$ cat config.mk
export PLATFORM = sky130hd
export DESIGN_NAME = rtt_div
export DESIGN_NICKNAME = d
export VERILOG_FILES = /design/src/hw/rtl/rtt_div.sv
export SDC_FILE = /design/constraint.sdc
export NUM_CORES = 1
export LEC_CHECK = 0
export BUFFER_PORTS_ARGS = -buffer_cell sky130_fd_sc_hd__buf_2
export CAP_MARGIN = 5
export CELL_PAD_IN_SITES_DETAIL_PLACEMENT = 0
export CELL_PAD_IN_SITES_GLOBAL_PLACEMENT = 2
export CORE_AREA = 2 2 74 76
export CTS_CLUSTER_SIZE = 24
export DETAILED_ROUTE_END_ITERATION = 10
export DIE_AREA = 0 0 76 78
export PLACE_DENSITY_LB_ADDON = 0.1
export SLEW_MARGIN = 20
export SYNTH_ARGS = -nofsm -noshare
export SYNTH_HDL_FRONTEND = slang
export SYNTH_SLANG_ARGS = --single-unit
$ cat constraint.sdc
create_clock -name i_clk -period 2.28 [get_ports i_clk]
set_input_delay 0.456 -clock i_clk [delete_from_list [all_inputs] [get_ports i_clk]]
set_output_delay 0.456 -clock i_clk [all_outputs]
set_load 0.02 [all_outputs]
$ cat src/hw/rtl/rtt_div.sv
// Restoring divider, one quotient bit per cycle.
`timescale 1ns / 1ps
module rtt_div (
    input  logic        i_clk,
    input  logic        i_rst_n,
    input  logic        i_start,
    input  logic [15:0] i_num,
    input  logic [7:0]  i_den,
    output logic        o_done,
    output logic [7:0]  o_quot
);
    logic [15:0] r_q;
    logic [8:0]  r_rem;
    logic [4:0]  r_cnt;
    logic        r_busy;
    logic [8:0]  n_try;
    logic        n_ge;

    always_comb begin
        n_try = {r_rem[7:0], r_q[15]};
        n_ge  = (n_try >= {1'b0, i_den});
    end

    always_ff @(posedge i_clk) begin
        if (!i_rst_n) begin
            r_busy <= 1'b0;
            r_cnt  <= '0;
            o_done <= 1'b0;
        end else begin
            o_done <= 1'b0;
            if (i_start) begin
                r_busy <= 1'b1;
                r_cnt  <= 5'd16;
                r_q    <= i_num;
                r_rem  <= '0;
            end else if (r_busy) begin
                r_rem <= n_ge ? n_try - {1'b0, i_den} : n_try;
                r_q   <= {r_q[14:0], n_ge};
                r_cnt <= r_cnt - 5'd1;
                if (r_cnt == 5'd1) begin
                    r_busy <= 1'b0;
                    o_done <= 1'b1;
                end
            end
        end
    end
    assign o_quot = r_q[7:0];
endmodule
Yosys cells after proc, flatten, opt, wreduce, memory -nomap -nowiden
Cells that the tools add are included.

Add/subtract/negate cells: 2. Multiply operators: 0. Divide/modulo/power cells: 0. Magnitude comparators: 1. Equal/unequal tests: 1. Shift operators: 0. Mux-type cells: 10. Bitwise operators: 2. Reductions and logical operators: 4.

Operators by type and width (number): 16-bit 2-to-1 mux (2); 8-bit 2-to-1 mux (2); 5-bit 2-to-1 mux (2); 9-bit by 8-bit >= comparator with 1-bit output (1); 8-bit subtractor (1); 5-bit by 1-bit equality test with 1-bit output (second input constant) (1); 5-bit by 1-bit subtractor with 5-bit output (second input constant) (1); 1-bit 2-to-1 mux (4); 3-bit OR reduction (1); 1-bit NOT (2); 2-bit AND reduction (1); 2-bit nonzero test (1); 2-bit OR reduction (1).

Register bits: 31. Bits in latches: 0. Bits in writable memories: 0. Memory bits (read-only): 0. Bits of input ports: 27. Output and inout bits: 9. Logic and storage cells: 26. Memories kept: 0.

Longest topological paths before layout
Depth after elaboration: 4. Depth in mapped cells: 9. Gate-level depth less buffers: 9.

Least setup slack after synthesis
OpenSTA, ideal clock, no wires.

Path kind: input to register. Start point: input port i_den[4]. End point: register r_rem[2] (data pin). Setup time: 266 ps. Arrival time: 1677 ps. Required time: 2014 ps. Setup slack: 337 ps. Stages: 8. Path buffers: 1. Cell sequence: inv_1 ha_1 a21oi_2 nand4_1 o21ai_1 buf_6 mux2i_1 nor2_1.

Longest elaborated chain between the ends: 3.

RTL lines: from (decl) (line 8) `input logic [7:0] i_den,`; 9-bit by 8-bit >= comparator with 1-bit output (line 21) `n_ge = (n_try >= {1'b0, i_den});`; 8-bit 2-to-1 mux (line 37) `r_rem <= n_ge ? n_try - {1'b0, i_den} : n_try;`; 8-bit 2-to-1 mux (line 36) `end else if (r_busy) begin`; to (signal assigned) (line 37); to (decl) (line 13) `logic [8:0] r_rem;`.

No other way between the ends. The select of a mux whose other input is x is not followed. A chain may end at the register's enable or synchronous reset.

Final worst setup path
Start point: register r_rem[3]. End point: register r_rem[2] (data pin).

Longest elaborated chain between the ends: 3.

RTL lines (line): 9-bit by 8-bit >= comparator with 1-bit output (21); 8-bit 2-to-1 mux (37); 8-bit 2-to-1 mux (36).

No other way between the ends. The select of a mux whose other input is x is not followed.

==> flow_metrics.tcl <==
set metrics [dict create \
    detail_route.vias_per_cell 4.68 \
    setup_viol 0 \
    cts_hold_buf 0 \
    numCtsBuffers 5 \
    overflow 0 \
    cts_setup_buffers 0 \
    std_cell_rows 26 \
    num_antenna_cells 0 \
    io_pins 36 \
    gp_congestion 0.798 \
    rsz0062_at_grt "false" \
    grt_pass1_wl_um 5670 \
    post_cts_resize_count 0 \
    die_y_um 78 \
    hold_violations 0 \
    worstMarginPinSlew_ns 0.465 \
    ys_warn_count 0 \
    synthTopCellsByCount "24 x edfxtp_1, 15 x inv_1, 15 x mux2_2, 12 x nor2_1, 10 x ha_1" \
    antenna_found_initial 0 \
    syn_area_per_cell_um2 11.4 \
    outcome "completed" \
    fp.dieW_um 76 \
    vdd_drop_max_v 0.000336 \
    path_max_fanout 6 \
    path_cells "ha_1, a21oi_2, nand4_1, o21ai_1, buf_4, mux2i_1, nor2_1" \
    syn-instance-count 154 \
    required_ns 2.31 \
    met2WireLength_um 1630 \
    cp_slowest_cell "edfxtp_1" \
    htreeDepth 2 \
    clock_skew_ns 0.00403 \
    critPathCapture "r_rem[2]" \
    ff2ff_path_depth 7 \
    worstSkewPairLatency_ns 0.27 \
    min_period_over_period_pct 88.9 \
    first_pass_iters 4 \
    rr_endpoint "r_rem[2]" \
    avgRoutedWirePerCell_um 12.4 \
    drt-met1-wl_um 1410 \
    routed_wl_um 3220 \
    total_power_mw 1.43 \
    path_class "reg2reg" \
    finalSetupTns_ns 0 \
    cts_buffer_depth 2 \
    synth_area_um2 1760 \
    synth.top_cells.by_area "edfxtp_1 41%, mux2_2 9.6%, dfxtp_1 8.0%" \
    relSlewSlack_pct 69.0 \
    synth_top_cell_by_area "edfxtp_1" \
    finalCriticalPeriod_ns 2.03 \
    ff2ff_setup_slack_ns 0.25 \
    r2r-start "r_rem[3]" \
    synth_ff_type "edfxtp_1" \
    async_flop_share_pct 0 \
    grt_usage_pct 12.0 \
    hold_class "in2reg" \
    synth_edf_count 24 \
    start_util_pct 34.9 \
    clock.fmax_mhz 493 \
    detail-route-antenna-nets 0 \
    place_hpwl_um 2480 \
    power.density_nw_per_um2 692 \
    ys_seq_elements 31 \
    drt_iter0_drc 41 \
    arrival_ns 2.05 \
    top_layer "met4" \
    syn-num-nets 192 \
    synth_top_area_share_pct 40.9 \
    drv_slew 0 \
    drc_errors 0 \
    final_nets 228 \
    cts.sinks 31 \
    vias 1218 \
    maxCapViolations 0 \
    port_buffers 35 \
    grt_pass1_vias 1280 \
    yosysUniqueCellTypes 34 \
    wl_met3_um 144 \
    power_leakage_nw 0.870 \
    synth_most_common_cell "edfxtp_1" \
    fin_util_pct 40.9 \
    cp-end-kind "flip-flop" \
    worstSetupStartpoint "r_rem[3]" \
    slowest_delay_ns 0.40 \
    grt_max_degree 23 \
    post-route-cell-area_um2 2060 \
    root_buffer "clkbuf_8" \
    cts_tree "done" \
    dieArea_um2 5930 \
    drive_gt1_share_pct 34.2 \
    start_kind "flip-flop" \
    area_growth_pct 17.1 \
    yosysSeqAreaShare_pct 48.9 \
    core-area_um2 5040 \
    place_area_um2 1990 \
    clk_pin_slew_worst_paths_ns 0.06 \
]
-- cell type report --
| type | instances | area, µm² |
|---|---|---|
| Clock inverter | 2 | 8.76 |
| Multi-Input combinational cell | 96 | 761 |
| Sequential cell | 31 | 861 |
| Timing Repair Buffer | 41 | 220 |
| Tap cell | 70 | 87.6 |
| Fill cell | 489 | 2980 |
| Inverter | 15 | 56.3 |
| Clock buffer | 5 | 68.8 |
-- critical path: cells and delay by family, from the launching register on --
| kind | cells | cell delay (ns) |
|---|---|---|
| adders and majority gates | 1 | 0.37 |
| AOI/OAI and AO/OA | 2 | 0.43 |
| buffers and inverters | 1 | 0.18 |
| DFF | 1 | 0.40 |
| and+or+nand+nor | 2 | 0.18 |
| muxes | 1 | 0.22 |
-- per-stage QoR --
step / instances / setup slack (ns) / hold slack (ns)
global placement: 253 / 0.113 / 0.481
detailed placement: 253 / 0.0810 / 0.508
finish: 260 / 0.253 / 0.467
floorplan: 154 / 0.337 / 0.469
CTS: 260 / 0.245 / 0.454
global route: 260 / 0.0732 / 0.465
-- power breakdown --
part	switching [mW]	total, mW	internal [mW]
Clock	0.192	0.394	0.203
Combinational	0.175	0.344	0.169
Sequential	0.0230	0.689	0.666
-- worst min-delay path by stage --
stage          startpoint  endpoint  slack, ns  depth (start not counted)
6_report          i_rst_n  r_cnt[4]       0.47                          2
3_3_place_gp     r_cnt[1]  r_cnt[1]       0.48                          2
3_5_place_dp     r_cnt[1]  r_cnt[1]       0.51                          2
4_1_cts           i_rst_n  r_cnt[4]       0.45                          2
2_1_floorplan    r_cnt[1]  r_cnt[1]       0.47                          2
5_1_grt           i_rst_n  r_cnt[4]       0.46                          2
-- sequential cells by signal, summed over array words and instances, names as in the netlist --
register	cells
r_cnt	5
r_q	16
r_rem	8
r_busy	1
o_done	1
-- cell families (layout without fill, tap and decap cells) --
kind of cell             count (synthesis)  after routing  share of synthesized area (%)
buffers and inverters                   27             63                           7.95
AND/OR/NAND/NOR                         31             31                           8.52
multiplexers                            21             21                           13.0
AO/OA/AOI/OAI                           23             23                           8.45
flip-flops                              31             31                           48.9
adder cells (fa/ha/maj)                 11             11                           8.24
XOR/XNOR                                10             10                           4.97
-- layer usage --
| metal | GRT usage (%) | vias to the layer above |
|---|---|---|
| met3 | 4.07 | 5 |
| li1 | - | 609 |
| met5 | 0 | - |
| met1 | 13.6 | 581 |
| met4 | 4.91 | 0 |
| met2 | 20.7 | 23 |
-- cell usage in the layout, fill, tap and decap left out, types with 2 or more instances in the layout --
cell      synthesis  layout
edfxtp_1         24      24
xor2_1            3       3
nor3_1            2       2
mux2_2           15      15
dfxtp_1           7       7
buf_2             1      35
nand2_1           7       7
ha_1             10      10
inv_1            15      15
o21ai_0           2       2
nor2_1           12      12
nand4_1           2       2
o21ai_1           2       2
nand3_1           2       2
o211ai_1          2       2
nor4b_1           2       2
a21oi_1           9       9
a21boi_0          2       2
mux2i_1           6       6
buf_4             8       6
clkbuf_8          0       5
xnor2_1           7       7
No activity file was read; power rests on OpenSTA's default activity.
